===== src/hw/rtl/qs_pkg.sv =====
`timescale 1ns / 1ps
`default_nettype none
// ----------------------------------------------------------------------------
// Quicksort package
// Shared data types and widths for the quicksort block.
// ----------------------------------------------------------------------------
package qs_pkg;

  localparam int unsigned DataW = 32;

  typedef logic signed [DataW-1:0] data_t;

endpackage
`default_nettype wire


===== src/hw/rtl/qs_ram.sv =====
`timescale 1ns / 1ps
`default_nettype none
// ----------------------------------------------------------------------------
// Quicksort RAM
// Synchronous memory with one write port and one registered read port.
// ----------------------------------------------------------------------------
module qs_ram #(
  parameter int unsigned Width = 32,
  parameter int unsigned Depth = 64,
  parameter int unsigned AddrW = (Depth > 1) ? $clog2(Depth) : 1
) (
  input  wire logic             clk_i,
  input  wire logic             we_i,
  input  wire logic [AddrW-1:0] waddr_i,
  input  wire logic [Width-1:0] wdata_i,
  input  wire logic [AddrW-1:0] raddr_i,
  output logic      [Width-1:0] rdata_o
);

  logic [Width-1:0] mem_q [Depth];

  always_ff @(posedge clk_i) begin
    if (we_i) begin
      mem_q[waddr_i] <= wdata_i;
    end
  end

  always_ff @(posedge clk_i) begin
    rdata_o <= mem_q[raddr_i];
  end

endmodule
`default_nettype wire


===== src/hw/rtl/quicksort_middle_pivot.sv =====
`timescale 1ns / 1ps
`default_nettype none
// ----------------------------------------------------------------------------
// Quicksort with middle-element pivot
// Collects signed values and returns them in ascending order.
//
// An item is taken at a rising edge with start_i high and busy_o low. Each
// item carries one value; an item with last_item_i high closes the set and
// starts the sort. Up to MAX_ITEMS values are stored, and further items of the
// set are dropped and reported on overflow_o of every result of the run.
// Loading accepts one item per cycle. The sort runs on the value memory, whose
// single read port sets the pace: a partition reads the pivot, scans from the
// left and from the right, swaps each out-of-place pair and writes the pivot
// into place; the stack checks follow, then a step that loads the next range.
// The results then leave one per cycle, out_valid_o marking each for exactly
// one cycle and last_out_o the final one; the receiver cannot hold them off.
// The first result follows the final stack check by way of the S_OUT_RD read,
// and busy_o falls after the last one.
// Reset clears the controller, the fill count and the overflow flag; the
// memories need no clearing pass.
// ----------------------------------------------------------------------------
module quicksort_middle_pivot #(
  parameter int unsigned MAX_ITEMS = 64
) (
  input  wire logic          clk_i,
  input  wire logic          rst_ni,
  input  wire logic          start_i,
  output logic               busy_o,
  input  wire qs_pkg::data_t data_value_i,
  input  wire logic          last_item_i,
  output logic               out_valid_o,
  output qs_pkg::data_t      sorted_value_o,
  output logic               last_out_o,
  output logic               overflow_o
);

  import qs_pkg::*;

  localparam int unsigned IW  = $clog2(MAX_ITEMS);
  localparam int unsigned CW  = $clog2(MAX_ITEMS + 1);
  localparam int unsigned SD  = MAX_ITEMS / 2;
  localparam int unsigned SAW = (SD > 1) ? $clog2(SD) : 1;
  localparam int unsigned DW  = $clog2(SD + 1);
  localparam int unsigned EW  = 2 * IW;

  localparam logic [3:0] S_IDLE   = 4'd0;
  localparam logic [3:0] S_PIV_RD = 4'd1;
  localparam logic [3:0] S_PIV    = 4'd2;
  localparam logic [3:0] S_SCANL  = 4'd3;
  localparam logic [3:0] S_SCANR  = 4'd4;
  localparam logic [3:0] S_SWAP   = 4'd5;
  localparam logic [3:0] S_FIN    = 4'd6;
  localparam logic [3:0] S_PUSH1  = 4'd7;
  localparam logic [3:0] S_PUSH2  = 4'd8;
  localparam logic [3:0] S_POP    = 4'd9;
  localparam logic [3:0] S_POPW   = 4'd10;
  localparam logic [3:0] S_OUT_RD = 4'd11;
  localparam logic [3:0] S_OUT    = 4'd12;

  logic [3:0]    state_q, state_d;
  logic [CW-1:0] count_q, count_d;
  logic          dropped_q, dropped_d;
  logic [DW-1:0] depth_q, depth_d;
  logic [IW-1:0] k_q, k_d;
  logic [IW-1:0] lo_q, lo_d, hi_q, hi_d;
  logic [IW-1:0] left_q, left_d, right_q, right_d, piv_q, piv_d;
  data_t         pv_q, pv_d, vl_q, vl_d;

  logic             val_we;
  logic [IW-1:0]    val_waddr, val_raddr;
  logic [DataW-1:0] val_wdata, val_rdata;
  logic             stk_we;
  logic [SAW-1:0]   stk_waddr, stk_raddr;
  logic [EW-1:0]    stk_wdata, stk_rdata;

  logic [CW-1:0] next_cnt, cnt_m1;
  logic [DW-1:0] depth_m1;
  logic [IW:0]   mid_sum;
  logic          full;
  data_t         rd_val;

  qs_ram #(
    .Width(DataW),
    .Depth(MAX_ITEMS),
    .AddrW(IW)
  ) u_value_ram (
    .clk_i  (clk_i),
    .we_i   (val_we),
    .waddr_i(val_waddr),
    .wdata_i(val_wdata),
    .raddr_i(val_raddr),
    .rdata_o(val_rdata)
  );

  qs_ram #(
    .Width(EW),
    .Depth(SD),
    .AddrW(SAW)
  ) u_stack_ram (
    .clk_i  (clk_i),
    .we_i   (stk_we),
    .waddr_i(stk_waddr),
    .wdata_i(stk_wdata),
    .raddr_i(stk_raddr),
    .rdata_o(stk_rdata)
  );

  assign full     = (count_q == CW'(MAX_ITEMS));
  assign next_cnt = full ? count_q : count_q + CW'(1);
  assign cnt_m1   = count_q - CW'(1);
  assign depth_m1 = depth_q - DW'(1);
  assign mid_sum  = {1'b0, lo_q} + {1'b0, hi_q};
  assign rd_val   = $signed(val_rdata);

  always_comb begin
    state_d   = state_q;
    count_d   = count_q;
    dropped_d = dropped_q;
    depth_d   = depth_q;
    k_d       = k_q;
    lo_d      = lo_q;
    hi_d      = hi_q;
    left_d    = left_q;
    right_d   = right_q;
    piv_d     = piv_q;
    pv_d      = pv_q;
    vl_d      = vl_q;
    val_we    = 1'b0;
    val_waddr = left_q;
    val_wdata = val_rdata;
    val_raddr = left_q;
    stk_we    = 1'b0;
    stk_waddr = depth_q[SAW-1:0];
    stk_wdata = {lo_q, hi_q};
    stk_raddr = depth_m1[SAW-1:0];
    unique case (state_q)
      S_IDLE: begin
        if (start_i) begin
          if (!full) begin
            val_we    = 1'b1;
            val_waddr = count_q[IW-1:0];
            val_wdata = data_value_i;
          end else begin
            dropped_d = 1'b1;
          end
          count_d = next_cnt;
          if (last_item_i) begin
            lo_d    = '0;
            hi_d    = IW'(next_cnt - CW'(1));
            left_d  = '0;
            right_d = IW'(next_cnt - CW'(1));
            depth_d = '0;
            if (next_cnt < CW'(2)) begin
              state_d = S_OUT_RD;
            end else begin
              state_d = S_PIV_RD;
            end
          end
        end
      end
      S_PIV_RD: begin
        piv_d     = mid_sum[IW:1];
        val_raddr = mid_sum[IW:1];
        state_d   = S_PIV;
      end
      S_PIV: begin
        pv_d      = rd_val;
        val_raddr = left_q;
        state_d   = S_SCANL;
      end
      S_SCANL: begin
        if (left_q < right_q && rd_val < pv_q) begin
          left_d    = left_q + IW'(1);
          val_raddr = left_q + IW'(1);
        end else begin
          vl_d      = rd_val;
          val_raddr = right_q;
          state_d   = S_SCANR;
        end
      end
      S_SCANR: begin
        if (left_q < right_q && rd_val >= pv_q) begin
          right_d   = right_q - IW'(1);
          val_raddr = right_q - IW'(1);
        end else if (left_q < right_q) begin
          val_we    = 1'b1;
          val_waddr = left_q;
          val_wdata = val_rdata;
          state_d   = S_SWAP;
        end else begin
          val_we    = 1'b1;
          val_waddr = piv_q;
          val_wdata = val_rdata;
          state_d   = S_FIN;
        end
      end
      S_SWAP: begin
        val_we    = 1'b1;
        val_waddr = right_q;
        val_wdata = vl_q;
        if (left_q == piv_q) begin
          piv_d = right_q;
        end
        val_raddr = left_q;
        state_d   = S_SCANL;
      end
      S_FIN: begin
        val_we    = 1'b1;
        val_waddr = right_q;
        val_wdata = pv_q;
        state_d   = S_PUSH1;
      end
      S_PUSH1: begin
        if (({1'b0, right_q} + (IW+1)'(1)) < {1'b0, hi_q}) begin
          stk_we    = 1'b1;
          stk_wdata = {right_q + IW'(1), hi_q};
          depth_d   = depth_q + DW'(1);
        end
        state_d = S_PUSH2;
      end
      S_PUSH2: begin
        if (({1'b0, lo_q} + (IW+1)'(1)) < {1'b0, right_q}) begin
          stk_we    = 1'b1;
          stk_wdata = {lo_q, right_q - IW'(1)};
          depth_d   = depth_q + DW'(1);
        end
        state_d = S_POP;
      end
      S_POP: begin
        if (depth_q == '0) begin
          state_d = S_OUT_RD;
        end else begin
          depth_d = depth_m1;
          state_d = S_POPW;
        end
      end
      S_POPW: begin
        lo_d    = stk_rdata[EW-1:IW];
        hi_d    = stk_rdata[IW-1:0];
        left_d  = stk_rdata[EW-1:IW];
        right_d = stk_rdata[IW-1:0];
        state_d = S_PIV_RD;
      end
      S_OUT_RD: begin
        val_raddr = '0;
        k_d       = '0;
        state_d   = S_OUT;
      end
      S_OUT: begin
        val_raddr = k_q + IW'(1);
        if (CW'(k_q) == cnt_m1) begin
          count_d   = '0;
          dropped_d = 1'b0;
          state_d   = S_IDLE;
        end else begin
          k_d = k_q + IW'(1);
        end
      end
      default: begin
        state_d = S_IDLE;
      end
    endcase
  end

  always_ff @(posedge clk_i or negedge rst_ni) begin
    if (!rst_ni) begin
      state_q   <= S_IDLE;
      count_q   <= '0;
      dropped_q <= 1'b0;
      depth_q   <= '0;
      k_q       <= '0;
    end else begin
      state_q   <= state_d;
      count_q   <= count_d;
      dropped_q <= dropped_d;
      depth_q   <= depth_d;
      k_q       <= k_d;
    end
  end

  always_ff @(posedge clk_i) begin
    lo_q    <= lo_d;
    hi_q    <= hi_d;
    left_q  <= left_d;
    right_q <= right_d;
    piv_q   <= piv_d;
    pv_q    <= pv_d;
    vl_q    <= vl_d;
  end

  assign busy_o         = (state_q != S_IDLE);
  assign out_valid_o    = (state_q == S_OUT);
  assign sorted_value_o = rd_val;
  assign last_out_o     = out_valid_o && (CW'(k_q) == cnt_m1);
  assign overflow_o     = out_valid_o && dropped_q;

  a_out_busy : assert property (@(posedge clk_i) disable iff (!rst_ni)
    out_valid_o |-> busy_o)
    else $error("Result strobe outside the busy phase.");

  a_last_idle : assert property (@(posedge clk_i) disable iff (!rst_ni)
    (out_valid_o && last_out_o) |=> !busy_o && !out_valid_o)
    else $error("Block still busy after the final result.");

  a_stack_bound : assert property (@(posedge clk_i) disable iff (!rst_ni)
    depth_q <= DW'(SD))
    else $error("Range stack exceeds its depth.");

  a_scan_order : assert property (@(posedge clk_i) disable iff (!rst_ni)
    (state_q == S_SWAP) |-> (left_q < right_q))
    else $error("Swap with crossed scan indexes.");

endmodule
`default_nettype wire

===== config.mk =====
export PLATFORM = sky130hd
export DESIGN_NAME = quicksort_middle_pivot
export DESIGN_NICKNAME = d
export VERILOG_FILES = /design/src/hw/rtl/qs_pkg.sv /design/src/hw/rtl/qs_ram.sv /design/src/hw/rtl/quicksort_middle_pivot.sv
export SDC_FILE = /design/constraint.sdc
export NUM_CORES = 2
export LEC_CHECK = 0
export ABC_AREA = 1
export BUFFER_PORTS_ARGS = -buffer_cell sky130_fd_sc_hd__buf_4
export CORE_AREA = 10 10 550 498
export DETAILED_ROUTE_END_ITERATION = 12
export DIE_AREA = 0 0 560 508
export PLACE_DENSITY_LB_ADDON = 0.1
export SYNTH_ARGS = -nofsm -noshare
export SYNTH_HDL_FRONTEND = slang
export SYNTH_HIERARCHICAL = 1
export SYNTH_SLANG_ARGS = --single-unit

===== constraint.sdc =====
create_clock -name clk_i -period 5.9 [get_ports clk_i]
set_clock_uncertainty 0.2 [all_clocks]
set_input_delay 0 -clock clk_i [delete_from_list [all_inputs] [get_ports clk_i]]
set_output_delay 0 -clock clk_i [all_outputs]
set_load 0.02 [all_outputs]

== Yosys cells after proc, flatten, opt, wreduce, memory -nomap -nowiden ==
Memory sizes are Yosys's and may differ from the RTL's. A register that Yosys moved wholly into a read port is not among the register bits.
Index checks and enable logic that the tools add are counted.
Widths: inputs -> output; s select.
Storage, ports and cells
  RAM bits: 2432
  input port bits: 36
  memories kept: 2
  word-level logic and storage cells: 147
  output and inout bits: 36
  register bits: 118
Memories
  u_value_ram.mem_q: words 64, bits a word 32, rd ports 1, clocked after Yosys merged registers in 1, wr ports 1, line qs_ram.sv:20  | logic [Width-1:0] mem_q [Depth];
  u_stack_ram.mem_q: words 32, bits a word 12, rd ports 1, clocked after Yosys merged registers in 1, wr ports 1, line qs_ram.sv:20
Cells by class
  bitwise logic cells: 1
  mux-type cells: 60
  order comparisons: 6
  equality and inequality tests: 28
  reduce and logical (&&, ||, !) cells: 26
  add/sub/neg operators: 12
Operator list (count)
  $mux 6: 18
  $pmux 32 s3: 1
  $mux 32: 2
  $pmux 6 s3: 3
  $pmux 4 s12: 1
  $pmux 6 s2: 4
  $ge 32x32->1: 1
  $lt 32x32->1: 1
  $pmux 6 s5: 1
  $add 6x1->6 const B: 4
  $mux 4: 6
  $ne 2x2->1 const B: 12
  $pmux 12 s2: 1
  $pmux 6 s4: 1
  $mux 7: 3
  $eq 4x4->1 const B: 5
  $sub 6x1->6 const B: 3
  $eq 4x3->1 const B: 4
  $add 6x1->7 const B: 2
  $lt 7x6->1: 2
  $pmux 7 s2: 1
  $mux 1: 13
  $mux 12: 1
  $reduce_and 4->1: 3
  other kinds (26): 40

== Logic depth before layout (Yosys ltp) ==
  depth in word-level cells: 7
  gate-level depth with buffers: 33

== Modules after synthesis ==
Netlist, hierarchy kept.
Modules (own cells, without submodules)
  qs_ram (u_value_ram): cells an instance 6769, area each 82738.1 um2, times used 1
  qs_ram (u_stack_ram): cells an instance 1358, area each 15899.0 um2, times used 1
  quicksort_middle_pivot: cells an instance 1014, area each 8274.2 um2, times used 1

== Least setup slack after synthesis ==
No wires, ideal clock.
  kind: register to register
  start point: register right_q[3]
  end point: memory u_value_ram.mem_q[48][0], enable pin
  setup slack: -0.375 ns
  setup time: 0.503 ns
  buffers on the path: 2
  data required time: 5.197 ns
  data arrival time: 5.573 ns
  stages on the path, launching flop included: 14
  path through: edfxtp_1 -> clkbuf_1 -> inv_1 -> ha_1 -> a21oi_1 -> or2_2 -> nand3_1 -> clkinv_1 -> nand2_2 -> nand2_2 -> nand2_1 -> clkbuf_1 -> nand4_1 -> nor4_1
Between the ends
  longest elaborated chain between the ends: 6
RTL lines
  start, declared: line quicksort_middle_pivot.sv:66  | logic [IW-1:0] left_q, left_d, right_q, right_d, piv_q, piv_d;
  start signal, assigned: line quicksort_middle_pivot.sv:285  | right_q <= right_d;
  $lt 6x6->1: line quicksort_middle_pivot.sv:182  | if (left_q < right_q && rd_val >= pv_q) begin
  $logic_and 1x1->1: line quicksort_middle_pivot.sv:182
  $mux 1: line quicksort_middle_pivot.sv:182
  $pmux 1 s3: line quicksort_middle_pivot.sv:136  | unique case (state_q)
  net val_we: line quicksort_middle_pivot.sv:69  | logic val_we;
  $mux 1: line qs_ram.sv:23  | if (we_i) begin
  $mux 1 (implied by the code): line qs_ram.sv:24  | mem_q[waddr_i] <= wdata_i;
  end, declared: line qs_ram.sv:20
The timed path passes the listed nets, and every way through them passes these cells.

== Worst setup path after layout ==
  start point: register u_value_ram.rdata_o[10] (read register of u_value_ram.mem_q)
  end point: register u_value_ram.rdata_o[24] (read register of u_value_ram.mem_q)
Between the ends
  longest elaborated chain between the ends: 4
RTL lines
  start, declared: line qs_ram.sv:17  | output logic [Width-1:0] rdata_o
  $ge 32x32->1 / $lt 32x32->1 (equally long branches): line quicksort_middle_pivot.sv:182, quicksort_middle_pivot.sv:172
  $logic_and 1x1->1 (on tied branches): line quicksort_middle_pivot.sv:182, quicksort_middle_pivot.sv:172
  $mux 6 (on tied branches): line quicksort_middle_pivot.sv:182, quicksort_middle_pivot.sv:172
  $pmux 6 s5 (*): line quicksort_middle_pivot.sv:136
  net val_raddr[0]: line quicksort_middle_pivot.sv:70  | logic [IW-1:0] val_waddr, val_raddr;
The timed path passes the listed nets; every way through them passes the cells marked *.
A chain may end at the register's enable or synchronous reset.

==> metrics <==
outcome complete, but fails checks; failing checks antenna rules; Max Root-Sink Buffers 4; core area 263000 um^2; Cell Area, Synth 107000 um^2; Critical-path top delay cell dfxtp_1; Pwr Total 37.4 mW; Final Util about 48%; root buffer cell clkbuf_16; routed vias/inst 5.53; Area contributors post-synth edfxtp_1 (71%), nand2_1 (11%), nand3_1 (11%); Worst IR Drop VDD ~310 uV; final WL ~350000 um; period utilization 97.6%; Die Ht 508 um; Worst Hold Class in2reg; Final WS setup 142 ps; final layout net count 9587; fin crit period 5760 ps; most frequent cells in the layout nand2_1 (3053), edfxtp_1 (2526), nand3_1 (2250); relative slew slack 8.06%; Die Wd 560 um; actual slew at the worst max-slew pin 1380 ps; Syn Nets about 9200; CP max stage delay roughly 730 ps; fraction of registers with async set/reset less than 1%; CP Launch Type flop; TritonCTS clock tree yes; GRT Total Usage 24.0%; Cell variety after synth 55; initial antenna violation count 22; Max Cap Viol 0; syn_area_per_cell roughly 12 um^2; CTS Sinks approximately 2600; power per cell area 298 nW/um^2; Setup WS pre-CTS 93.3 ps; initial core utilization just over 40%; antenna-violating nets left 1; Worst setup EP type flop; CP required approximately 6400 ps; CP delay by family, top simple AND/OR/NAND/NOR gates; Hold Fails Final Rpt 0; via count 73321; Finish-stage setup viols 0; global-route wire length before repair 506000 um; Seq/Total Area, Yosys 72.3%; share of layout cells above drive strength 1 11.7%; vias in the first global route 69057; Top-Level Pins 72; max-slew violation total from the final report 0; wire per inst 26.6 um; RSZ-0062 raised after global routing false; post-DP HPWL 208000 um; Congestion Overflow GR 0; I/O Buffers approximately 70; clock latency on the worst-skew pair 890 ps; Clk pin slew, worst setup/hold paths 60 ps; CP Max Fanout 34; Buf+Inv Stages, Crit Path 4; leakage 40.2 nW; Post-CTS Repair Setup Buffers 0; GP Congestion 0.841; YS warnings 6; drt first pass iters 6; die area between 200000 and 300000 um^2; hold_ws 72.8 ps; H-tree depth 5; Primary FF master, synth edfxtp_1; Crit Path Category reg2reg; num rows between 150 and 200; area grow syn2layout 17.4%; Post-synth EDFFs about 2500; gate count after technology mapping approximately 9100; crit path DAT 6290 ps; Most common cell on crit path nand2_1; Max Clock Freq ~170 MHz; Inserted Clock Buffers 286; commonest non-fill, non-tap cell in the layout nand2_1; top cell type by total area after synthesis edfxtp_1; share of Yosys cell area claimed by the top area cell type 70.9%; DRT iter0 DRCs 8470; drt drc 0; largest net degree at the start of global routing 124; Yosys reg bits 2594
## routing by layer
layer / up-vias / global-route usage [%] / share of wire (%)
met5: - / 0 / 0.0034
met4: 2 / 8.00 / 3.7
met3: 524 / 3.42 / 7.3
met2: 2846 / 36.6 / 44
met1: 36877 / 35.3 / 45
li1: 33072 / - / -
## timing repair
action,CTS,global route
gates resized for setup,0,7
endpoints found under the hold margin,962,0
hold buffers,40,0
setup endpoints to repair,0,8
## Yosys cell counts (2+ instances only)
master and number:
a21o_1 2, a21oi_1 37, a32oi_1 4, buf_1 48, buf_2 329, buf_4 67, buf_6 4, buf_8 2
clkbuf_1 100, clkinv_1 3, dfrtp_1 24, dfxtp_1 44, edfxtp_1 2526, ha_1 63, inv_1 148, inv_2 21
nand2_1 3054, nand2_2 9, nand3_1 2252, nand3_2 3, nand3_4 2, nand3b_1 2, nand4_1 19, nor2_1 174
nor2_2 7, nor2_4 2, nor3_1 9, nor4_1 11, o2111ai_1 33, o211ai_1 7, o21a_1 3, o21ai_0 44
o21ai_1 8, o221ai_1 6, o22ai_1 15, o31ai_1 2, or2_2 5, xnor2_1 9, xor2_1 27
## metrics by stage
step | area [um^2] | TNS (ps) | instances
floorplan | 107000 | -96100 | 9141
global placement | 116000 | 0 | 12688
detailed placement | 116000 | 0 | 12688
CTS | 125000 | 0 | 13231
global route | 125000 | 0 | 13233
finish | 125000 | 0 | 13253
## path summary, 6_finish.rpt
kind | end | start | cells past startpoint | slack (ps)
setup / recovery | u_value_ram/rdata_o[24] | u_value_ram/rdata_o[10] | 25 | 140
hold / removal | u_value_ram/mem_q[41][12] | data_value_i[12] | 4 | 70
setup reg to reg | u_value_ram/rdata_o[24] | u_value_ram/rdata_o[10] | 25 | 140
hold reg to reg | vl_q[31] | u_value_ram/rdata_o[31] | 0 | 330
max in group asynchronous | depth_q[0] | rst_ni | 5 | 4800
min in group asynchronous | count_q[1] | rst_ni | 5 | 510
## worst min-delay path, delay by kind of cell
family          cells  cell delay [ps]
buf+inv             2              620
compound gates      1              250
simple gates        1              100
## cell type report
type | count | area, um^2
well taps | 3529 | 4420
inverters | 173 | 701
diodes | 22 | 55.1
flip-flops and latches | 2594 | 77300
clock buffers | 377 | 7740
repair buffers | 608 | 6630
clock inverters | 126 | 1280
multi-input cells | 5824 | 27300
fillers | 23415 | 137000
## cell families after synthesis
group | Yosys count | synth area share [%]
AND/OR/NAND/NOR | 5553 | 22.4
flip-flops | 2594 | 72.3
buffers and inverters | 723 | 3.21
AO/OA/AOI/OAI | 170 | 1.03
adder cells (fa/ha/maj) | 64 | 0.756
XOR/XNOR | 36 | 0.295
multiplexers | 1 | 0.0105
## state kept, by name, summed over array words and instances, names as in the netlist, 7 cells and up
signal,cells
u_value_ram/mem_q,2048
u_stack_ram/mem_q,384
pv_q,32
u_value_ram/rdata_o,32
vl_q,32
u_stack_ram/rdata_o,12
count_q,7
## report_power, final
group	leakage [nW]	switching (mW)	internal, mW	total (mW)
sequential	16.6	0	19.9	19.9
clock	4.40	7.31	10.2	17.5
combinational	19.2	0.0149	0.0330	0.0479
total	40.2	7.33	30.1	37.4
No activity file was read; power rests on OpenSTA's default activity.
